## src/sv/lkvc_pkg.sv

```systemverilog
// Shared types and constants for the LRU key-value cache.
// No dependencies; imported by lkvc_cell and lru_key_value_cache.
package lkvc_pkg;

  localparam int KeyW = 32;
  localparam int ValW = 32;
  localparam int CapW = 5;
  localparam logic [CapW-1:0] CapReset = 5'd16;

  typedef enum logic {
    REQ_GET = 1'b0,
    REQ_PUT = 1'b1
  } lkvc_req_e;

  typedef struct packed {
    logic            valid;
    logic [KeyW-1:0] key;
    logic [ValW-1:0] value;
  } lkvc_entry_t;

  typedef struct packed {
    logic hit_en;
    logic ins_en;
  } lkvc_ctrl_t;

endpackage

```

## src/sv/lkvc_cell.sv

```systemverilog
// One recency-ordered slot of the LRU cache chain: key compare and shift stage.
// Depends on lkvc_pkg.
module lkvc_cell
  import lkvc_pkg::*;
#(
  parameter int IdxW  = 4,
  parameter int Index = 0
) (
  input  logic            clk_i,
  input  logic            rst_ni,
  input  lkvc_ctrl_t      ctrl_i,
  input  logic [IdxW-1:0] lim_i,
  input  logic [KeyW-1:0] key_i,
  input  lkvc_entry_t     prev_i,
  input  logic            en_i,
  output logic            en_o,
  output lkvc_entry_t     entry_o,
  output logic            hit_o
);

  logic            valid_q;
  logic [KeyW-1:0] key_q;
  logic [ValW-1:0] value_q;
  logic            mark;

  assign hit_o = valid_q && (key_q == key_i);
  assign mark  = (ctrl_i.hit_en && hit_o) ||
                 (ctrl_i.ins_en && (lim_i == IdxW'(Index)));
  assign en_o  = mark || en_i;

  assign entry_o.valid = valid_q;
  assign entry_o.key   = key_q;
  assign entry_o.value = value_q;

  always_ff @(posedge clk_i or negedge rst_ni) begin
    if (!rst_ni) begin
      valid_q <= 1'b0;
    end else if (en_o) begin
      valid_q <= prev_i.valid;
    end
  end

  always_ff @(posedge clk_i) begin
    if (en_o) begin
      key_q   <= prev_i.key;
      value_q <= prev_i.value;
    end
  end

endmodule

```

## src/sv/lru_key_value_cache.sv

```systemverilog
// Top level of the fully associative LRU key-value cache built as a chain of cells.
// Depends on lkvc_pkg and lkvc_cell.
//
//   channel   handshake              payload
//   request   start & !busy          req_type_i, key_i, value_i
//   result    done_o (one cycle)     found_o, read_value_o
//   config    cfg_we_i               cfg_wdata_i (capacity)
//
// Each request is registered on acceptance; then all cells compare the key in
// parallel and the chain shifts entries toward the least recently used end in one
// step, and the result is registered for its result beat. A new request is taken
// every cycle, so busy stays low.
// Reset empties the cache and sets capacity to 16. The receiver cannot stall.
module lru_key_value_cache
  import lkvc_pkg::*;
#(
  parameter int ENTRIES = 16
) (
  input  logic                   clk_i,
  input  logic                   rst_ni,
  input  logic                   start,
  output logic                   busy,
  input  logic                   req_type_i,
  input  logic signed [KeyW-1:0] key_i,
  input  logic signed [ValW-1:0] value_i,
  output logic                   done_o,
  output logic                   found_o,
  output logic signed [ValW-1:0] read_value_o,
  input  logic                   cfg_we_i,
  input  logic [CapW-1:0]        cfg_wdata_i
);

  localparam int IdxW = (ENTRIES > 1) ? $clog2(ENTRIES) : 1;
  localparam int LiveW = $clog2(ENTRIES + 1);
  localparam int CmpW = (LiveW > CapW) ? LiveW : CapW;

  logic [CapW-1:0]  capacity_q;
  logic             req_valid_q;
  lkvc_req_e        req_type_q;
  logic [KeyW-1:0]  key_q;
  logic [ValW-1:0]  value_q;
  logic [LiveW-1:0] live_q;
  logic [LiveW-1:0] live_d;
  logic             done_q;
  logic             found_q;
  logic [ValW-1:0]  read_value_q;

  lkvc_entry_t         entries [ENTRIES];
  lkvc_entry_t         prevs   [ENTRIES];
  logic [ENTRIES:0]    en;
  logic [ENTRIES-1:0]  hits;
  lkvc_entry_t         head;
  lkvc_ctrl_t          ctrl;
  logic [IdxW-1:0]     lim;
  logic [ValW-1:0]     hit_value;
  logic                any_hit;
  logic                cap_zero;
  logic [CmpW-1:0]     cap_ext;
  logic [CmpW-1:0]     eff_cap;
  logic                evict;
  logic                is_put;

  assign busy = 1'b0;

  always_ff @(posedge clk_i or negedge rst_ni) begin
    if (!rst_ni) begin
      capacity_q <= CapReset;
    end else if (cfg_we_i) begin
      capacity_q <= cfg_wdata_i;
    end
  end

  always_ff @(posedge clk_i or negedge rst_ni) begin
    if (!rst_ni) begin
      req_valid_q <= 1'b0;
    end else begin
      req_valid_q <= start && !busy;
    end
  end

  always_ff @(posedge clk_i) begin
    if (start && !busy) begin
      req_type_q <= lkvc_req_e'(req_type_i);
      key_q      <= key_i;
      value_q    <= value_i;
    end
  end

  assign is_put   = (req_type_q == REQ_PUT);
  assign cap_zero = (capacity_q == '0);
  assign cap_ext  = CmpW'(capacity_q);
  assign eff_cap  = (cap_ext > CmpW'(ENTRIES)) ? CmpW'(ENTRIES) : cap_ext;
  assign evict    = (CmpW'(live_q) >= eff_cap);
  assign any_hit  = |hits;

  always_comb begin
    hit_value = '0;
    for (int j = 0; j < ENTRIES; j++) begin
      if (hits[j]) begin
        hit_value = hit_value | entries[j].value;
      end
    end
  end

  always_comb begin
    ctrl.hit_en = req_valid_q && !cap_zero;
    ctrl.ins_en = req_valid_q && !cap_zero && is_put && !any_hit;
    lim         = evict ? IdxW'(live_q - LiveW'(1)) : IdxW'(live_q);
    head.valid  = 1'b1;
    head.key    = key_q;
    head.value  = is_put ? value_q : hit_value;
    live_d      = live_q;
    if (ctrl.ins_en && !evict) begin
      live_d = live_q + LiveW'(1);
    end
  end

  always_ff @(posedge clk_i or negedge rst_ni) begin
    if (!rst_ni) begin
      live_q <= '0;
    end else begin
      live_q <= live_d;
    end
  end

  assign en[ENTRIES] = 1'b0;

  for (genvar j = 0; j < ENTRIES; j++) begin : g_cell
    if (j == 0) begin : g_head
      assign prevs[j] = head;
    end else begin : g_link
      assign prevs[j] = entries[j-1];
    end

    lkvc_cell #(
      .IdxW  (IdxW),
      .Index (j)
    ) u_cell (
      .clk_i   (clk_i),
      .rst_ni  (rst_ni),
      .ctrl_i  (ctrl),
      .lim_i   (lim),
      .key_i   (key_q),
      .prev_i  (prevs[j]),
      .en_i    (en[j+1]),
      .en_o    (en[j]),
      .entry_o (entries[j]),
      .hit_o   (hits[j])
    );
  end

  always_ff @(posedge clk_i or negedge rst_ni) begin
    if (!rst_ni) begin
      done_q <= 1'b0;
    end else begin
      done_q <= req_valid_q;
    end
  end

  always_ff @(posedge clk_i) begin
    if (req_valid_q) begin
      found_q      <= is_put ? any_hit : (any_hit && !cap_zero && en[0]);
      read_value_q <= (!is_put && any_hit && !cap_zero) ? hit_value : '0;
    end
  end

  assign done_o       = done_q;
  assign found_o      = found_q;
  assign read_value_o = read_value_q;

endmodule

```

## config.mk

```make
export PLATFORM = sky130hd
export DESIGN_NAME = lru_key_value_cache
export DESIGN_NICKNAME = d
export VERILOG_FILES = /design/src/sv/lkvc_pkg.sv /design/src/sv/lkvc_cell.sv /design/src/sv/lru_key_value_cache.sv
export SDC_FILE = /design/constraint.sdc
export NUM_CORES = 1
export LEC_CHECK = 0
export BUFFER_PORTS_ARGS = -buffer_cell sky130_fd_sc_hd__buf_2
export CORE_UTILIZATION = 45
export CTS_BUF_LIST = sky130_fd_sc_hd__clkbuf_8
export CTS_CLUSTER_DIAMETER = 100
export DETAILED_ROUTE_END_ITERATION = 8
export GPL_TIMING_DRIVEN = 0
export SLEW_MARGIN = 20
export SYNTH_ARGS = -nofsm -noshare
export SYNTH_HDL_FRONTEND = slang
export SYNTH_SLANG_ARGS = --single-unit
```

## constraint.sdc

```tcl
create_clock -name clk_i -period 9.6 [get_ports clk_i]
set_input_delay 1.44 -clock clk_i [delete_from_list [all_inputs] [get_ports clk_i]]
set_output_delay 1.44 -clock clk_i [all_outputs]
set_load 0.1 [all_outputs]
```

==> impl_metrics.py, run 1 <==
metrics = {
    "outcome": {
        "status": "finished, final reports clean",
    },
    "cells_and_area": {
        "drive_above_1_share_pct": 17.25,
        "fin_area_um2": 53290,
        "nets": 3303,
        "area_growth_syn_to_layout_pct": 15.43,
        "utilization_pct": 52.38,
        "fillers": 8323,
    },
    "worst_setup_path": {
        "cp.depth": 13,
        "max_stage_delay_ns": 0.98,
        "critPathArrivalTime_ns": 6.80,
        "cp_top_family": "simple AND/OR/NAND/NOR gates",
        "crit_slowest_cell": "nor4_1",
        "r2r_cells": 13,
        "cp-startpoint": "key_q[16]$_DFFE_PP_",
        "path_buf_inv": 5,
        "crit_top_cell": "clkbuf_1",
        "cp-start-kind": "flop",
        "path_class": "flop to flop",
        "crit_path_max_fanout": 40,
        "critPathCapture": "g_cell[0].u_cell.key_q[24]$_DFFE_PP_",
        "endpoint_kind": "flop",
        "r2r-start": "key_q[16]$_DFFE_PP_",
        "r2r_slack_ns": 3.35,
        "worstPathRequired_ns": 10.15,
        "rr_endpoint": "g_cell[0].u_cell.key_q[24]$_DFFE_PP_",
        "cp_cell_sequence": "clkbuf_1, buf_2, xor2_1, nor4_1, nand4_1, nor4_1, and4b_1, clkbuf_1, and2_1, clkbuf_1, a211oi_2, nand2_4, buf_16",
    },
    "cts": {
        "clockRootBuffer": "clkbuf_8",
        "post_cts.repair.setup_buffers": 0,
        "cts_inserted_buffers": 186,
        "cts_tree": "done",
        "cts.repair.resized": 0,
        "clk_pin_slew_ns": 0.06,
        "ctsHoldBuffers": 0,
        "cts_sinks": 1150,
        "cts_buffer_depth": 3,
        "clock_latency_ns": 0.89,
        "htree_levels": 4,
    },
    "global_routing": {
        "antenna_found_initial": 4,
        "grt_pass1_wl_um": 205300,
        "gr-total-overflow": 0,
        "grt_usage_pct": 28.29,
        "grt_max_degree": 45,
        "grt_pass1_vias": 28760,
    },
    "floorplanning": {
        "dieArea_um2": 103900,
        "die_w_um": 322.3,
        "io-pin-count": 109,
        "initial_core_util_pct": 45.38,
        "die_h_um": 322.3,
        "core_um2": 101700,
        "num_rows": 117,
    },
    "sta": {
        "slew_violations": 0,
        "finalCriticalPeriod_ns": 6.253,
        "fin_crit_sh_pct": 65.14,
        "max_freq_mhz": 159.9,
        "fin_ws_ns": 3.347,
        "tns_ns": 0,
        "worstMarginPinSlew_ns": 1.267,
        "hold_viol": 0,
        "skew_ns": 0.04992,
        "setup_viol": 0,
        "rsz0062_at_grt": "no",
        "slew_headroom_pct": 15.52,
    },
    "synthesis": {
        "ys_seq_area_share_pct": 74.49,
        "synth_area_leader_cell": "edfxtp_1",
        "syn-cell-area_um2": 46170,
        "synth_area_leaders": "edfxtp_1, xor2_1, nor4_1",
        "yosysWarnings": 0,
        "ys_types": 67,
        "ys_seq_elements": 1150,
        "syn-num-nets": 2912,
        "avgSynthCellArea_um2": 16.31,
        "syn_inst": 2831,
        "synthArstFlopShare_pct": 2.435,
        "synthTopCellsByCount": "edfxtp_1, xor2_1, nor4_1",
        "post-synth-top-area-fraction_pct": 72.97,
        "synth_edf_count": 1122,
        "yosysMostFrequentCell": "edfxtp_1",
        "ys.flop_type": "edfxtp_1",
    },
    "pwr": {
        "vdd.ir_drop.worst_mv": 0.1534,
        "p_leak_nw": 17.85,
        "power_density_nw_per_um2": 256.2,
    },
    "place": {
        "pre_cts_slack_ns": 3.741,
        "place_congestion": 1.055,
        "dp.final_hpwl_um": 106300,
        "dpl_cell_area_um2": 49870,
        "port-buffer-count": 107,
    },
    "routing": {
        "first_pass_iters": 6,
        "wl_per_cell_um": 31.02,
        "ant_nets": 0,
        "viasPerCell": 6.078,
        "routed_wirelength_um": 147100,
        "vias": 28830,
        "drt_iter0_drc": 3868,
        "drc": 0,
    },
    "min_path": {
        "whs_path_depth": 0,
        "hold_path.class": "flop to flop",
    },
    "flow_run": {
        "drv_cap": 0,
    },
}
state kept, by name, summed over array words and instances, names as in the netlist, 5 cells and up:
register and flops:
g_cell.u_cell.key_q 512, g_cell.u_cell.valid_q 16, live_q 5, value_q 32, g_cell.u_cell.value_q 512, read_value_o 32, cap_ext 5, key_q 32
logic make-up after synthesis:
| kind of cell | after synthesis | synth area share, % |
|---|---|---|
| flops | 1150 | 74.49 |
| buf+inv | 147 | 1.431 |
| fa+ha+maj | 7 | 0.1897 |
| other cells | 1 | 0.008122 |
| simple gates | 649 | 7.970 |
| compound gates | 349 | 5.789 |
| mux | 19 | 0.4634 |
| xor+xnor | 509 | 9.656 |
worst register-to-register path, stage by stage, from the launching register on:
cell	delay, ns
edfxtp_1	0.36
clkbuf_1	0.69
buf_2	0.57
xor2_1	0.21
nor4_1	0.34
nand4_1	0.20
nor4_1	0.98
and4b_1	0.33
clkbuf_1	0.23
and2_1	0.20
clkbuf_1	0.22
a211oi_2	0.68
nand2_4	0.52
buf_16	0.36
worst min-delay path by stage:
stage,from,slack [ns],end
finish,key_q[26]$_DFFE_PP_,0.42,g_cell[0].u_cell.key_q[26]$_DFFE_PP_
global route,g_cell[11].u_cell.value_q[29]$_DFFE_PP_,0.44,g_cell[12].u_cell.value_q[29]$_DFFE_PP_
CTS,g_cell[11].u_cell.value_q[29]$_DFFE_PP_,0.43,g_cell[12].u_cell.value_q[29]$_DFFE_PP_
detailed placement,key_q[26]$_DFFE_PP_,0.43,g_cell[0].u_cell.key_q[26]$_DFFE_PP_
global placement,key_q[9]$_DFFE_PP_,0.43,g_cell[0].u_cell.key_q[9]$_DFFE_PP_
floorplan,key_q[0]$_DFFE_PP_,0.42,g_cell[0].u_cell.key_q[0]$_DFFE_PP_
layer usage:
| metal | vias up | share of wire (%) | track usage, % |
|---|---|---|---|
| li1 | 11970 | - | - |
| met1 | 14440 | 41 | 38.72 |
| met2 | 2035 | 45 | 43.35 |
| met3 | 375 | 10 | 6.938 |
| met4 | 4 | 3.8 | 11.50 |
| met5 | - | 0.019 | 0 |
power by group:
part	total, mW	switching (mW)	leakage (nW)	internal (mW)
registers	7.38	0.546	10.6	6.83
logic	2.32	1.66	5.21	0.667
clock network	3.96	1.97	2.00	1.99
total	13.7	4.17	17.8	9.48
metrics by stage:
| stage | hold slack [ns] | power (mW) | instances |
|---|---|---|---|
| floorplan | 0.4206 | 8.553 | 2831 |
| global placement | 0.4270 | 9.568 | 4306 |
| detailed placement | 0.4319 | 9.716 | 4401 |
| CTS | 0.4272 | 13.64 | 4741 |
| global route | 0.4388 | 14.08 | 4743 |
| finish | 0.4232 | 13.66 | 4743 |
area by class of cell:
cell class / instances / area [µm²] / area share, %
Timing Repair Buffer: 203 / 1789 / 3.357
Antenna cell: 1 / 2.502 / 0.004696
Tap cell: 1368 / 1712 / 3.212
Multi-Input combinational cell: 1534 / 11300 / 21.20
Clock inverter: 145 / 730.7 / 1.371
Clock buffer: 195 / 2684 / 5.036
Inverter: 19 / 78.83 / 0.1479
Buffer: 128 / 601.8 / 1.129
Sequential cell: 1150 / 34400 / 64.54
placed cells by master, fill, tap and decap left out, drive strengths merged, types with 5 or more instances in the layout:
cell,instances
ha,7
buf,273
nor4b,12
o21ai,17
a221oi,63
nor4,180
inv,97
xnor2,107
nand2,59
dfrtp,27
nand2b,13
and3,5
nor3,38
a31oi,8
xor2,402
a22o,62
clkbuf,253
nor2,120
nor2b,11
clkinv,59
edfxtp,1122
or4,10
nand4b,17
nand3,104
a21oi,39
mux2,19
a22oi,135
nand4,55
Note: power is estimated with default switching activity, not from simulation.
==> run 2: changes to the inputs <==
- clock period: 9.6 -> 5.5 ns (I/O delays scaled with it)
==> run 2 against run 1 <==
First-iteration DRC count down 6.9%. Combinational power grew 75%. Flip-flop and latch count unchanged. Core utilization rose by 0.070 points. Design area up 0.13%. Non-clock buffer count fell by 3. Critical path depth did not move. Global-route usage hardly changed.
==> impl_metrics.py, run 2 (synthesis results as in run 1) <==
metrics = {
    "cells_and_area": {
        "reg_top3": "g_cell.u_cell.key_q x512, g_cell.u_cell.value_q x512",
        "utilization_pct": 52.45,
        "layout_commonest_cell": "edfxtp_1",
        "drive_above_1_share_pct": 18.02,
        "final_cell_mix": "edfxtp_1, xor2_1, clkbuf_8, buf_2, nor4_1",
        "area_growth_syn_to_layout_pct": 15.58,
        "nets": 3302,
    },
    "sta": {
        "hold_viol": 0,
        "slew_violations": 0,
        "max_freq_mhz": 185.5,
        "fin_crit_sh_pct": 98.02,
        "finalCriticalPeriod_ns": 5.391,
        "worstMarginPinSlew_ns": 1.285,
        "skew_ns": 0.06171,
        "rsz0062_at_grt": "no",
        "setup_viol": 0,
        "slew_headroom_pct": 14.31,
    },
    "routing": {
        "drt_iter0_drc": 3601,
        "viasPerCell": 6.022,
        "met3WireLength_um": 14980,
        "met2_length_um": 65620,
        "first_pass_iters": 8,
        "routed_wirelength_um": 146900,
        "ant_nets": 0,
        "drc": 0,
        "dr.max_layer_used": "met5",
        "vias": 28530,
        "wl_met1_um": 59840,
        "wl_per_cell_um": 31.00,
    },
    "global_routing": {
        "grt_pass1_vias": 28540,
        "grt_max_degree": 48,
        "antenna_found_initial": 4,
        "grt_usage_pct": 28.25,
        "grt_pass1_wl_um": 204700,
        "gr-total-overflow": 0,
    },
    "cts": {
        "cts_tree": "done",
        "cts_sinks": 1150,
        "htree_levels": 4,
        "clock_latency_ns": 0.91,
        "clockRootBuffer": "clkbuf_8",
        "cts_buffer_depth": 3,
        "cts_inserted_buffers": 188,
        "clk_pin_slew_ns": 0.06,
    },
    "worst_setup_path": {
        "cp-start-kind": "flop",
        "crit_path_max_fanout": 10,
        "critPathArrivalTime_ns": 6.10,
        "endpoint_kind": "flop",
        "worstPathRequired_ns": 6.21,
        "path_class": "flop to flop",
    },
    "pwr": {
        "p_leak_nw": 17.84,
        "vdd.ir_drop.worst_mv": 0.2722,
        "p_total_mw": 23.88,
        "power_density_nw_per_um2": 447.4,
    },
    "floorplanning": {
        "die_w_um": 322.3,
        "initial_core_util_pct": 45.38,
        "num_rows": 117,
        "die_h_um": 322.3,
        "core_um2": 101700,
        "io-pin-count": 109,
        "dieArea_um2": 103900,
    },
    "place": {
        "place_congestion": 1.067,
        "dp.final_hpwl_um": 106200,
        "port-buffer-count": 107,
    },
    "min_path": {
        "hold_path.class": "input pin to flop",
    },
    "outcome": {
        "status": "finished, final reports clean",
    },
    "flow_run": {
        "drv_cap": 0,
    },
}
run 2: what timing repair did:
item	4_1_cts	5_1_grt
setup buffers	1	1
endpoints found under the setup margin	145	57
hold buffers	1	0
resized for setup	11	4
pin swaps	1	1
hold endpoints to repair	5	0
run 2: final cells by class:
cell class / count / area (µm²)
fill: 8216 / 48380
timing repair buffer: 203 / 1769
buffer: 125 / 631.9
antenna: 1 / 2.502
tap: 1368 / 1712
clock inverter: 144 / 754.5
clock buffer: 193 / 2656
multi-input combinational: 1534 / 11360
sequential: 1150 / 34400
inverter: 19 / 78.83
run 2: metal layers:
metal	global-route usage [%]	up-vias
met1	38.53	14270
met2	43.00	1895
li1	-	11980
met5	0	-
met4	12.24	2
met3	7.057	383
run 2: final timing paths:
path / startpoint / end / slack, ns / cells after the start
max in group asynchronous: rst_ni / req_valid_q$_DFF_PN0_ / 4.33 / 2
min reg2reg: g_cell[5].u_cell.value_q[23]$_DFFE_PP_ / g_cell[6].u_cell.value_q[23]$_DFFE_PP_ / 0.42 / 0
max: key_q[21]$_DFFE_PP_ / g_cell[0].u_cell.value_q[20]$_DFFE_PP_ / 0.11 / 13
max reg2reg: key_q[21]$_DFFE_PP_ / g_cell[0].u_cell.value_q[20]$_DFFE_PP_ / 0.11 / 13
min: key_i[22] / key_q[22]$_DFFE_PP_ / 0.10 / 1
min in group asynchronous: rst_ni / g_cell[4].u_cell.valid_q$_DFFE_PN0P_ / 0.59 / 2
run 2: power by group:
| part | internal [mW] | switching, mW |
|---|---|---|
| sequential | 11.9 | 0.957 |
| combinational | 1.16 | 2.90 |
| clock | 3.42 | 3.51 |
| total | 16.5 | 7.37 |
run 2: through the flow:
step,setup TNS [ns],worst slack (ns),hold slack [ns],instances,instance area [µm²]
final,0,0.1090,0.1028,4737,53360
after detailed placement,-18.63,-0.6711,0.4287,4398,49840
after global placement,-4167.81,-4.800,0.4275,4306,48460
after floorplan,-19.82,-0.1563,0.4206,2831,46210
after CTS,0,0.08079,0.04097,4735,53310
after global routing,0,0.006302,0.07089,4737,53360
run 2: worst max-delay path: stages (launching register included):
cell,delay [ns]
edfxtp_1,0.35
buf_2,0.35
buf_2,0.48
xor2_1,0.23
nor4_1,0.32
nand3_1,0.14
nor4_2,0.38
buf_2,0.31
clkbuf_1,0.88
buf_1,1.01
a22oi_1,0.22
nand3_1,0.15
nor2_1,0.09
a21oi_1,0.25
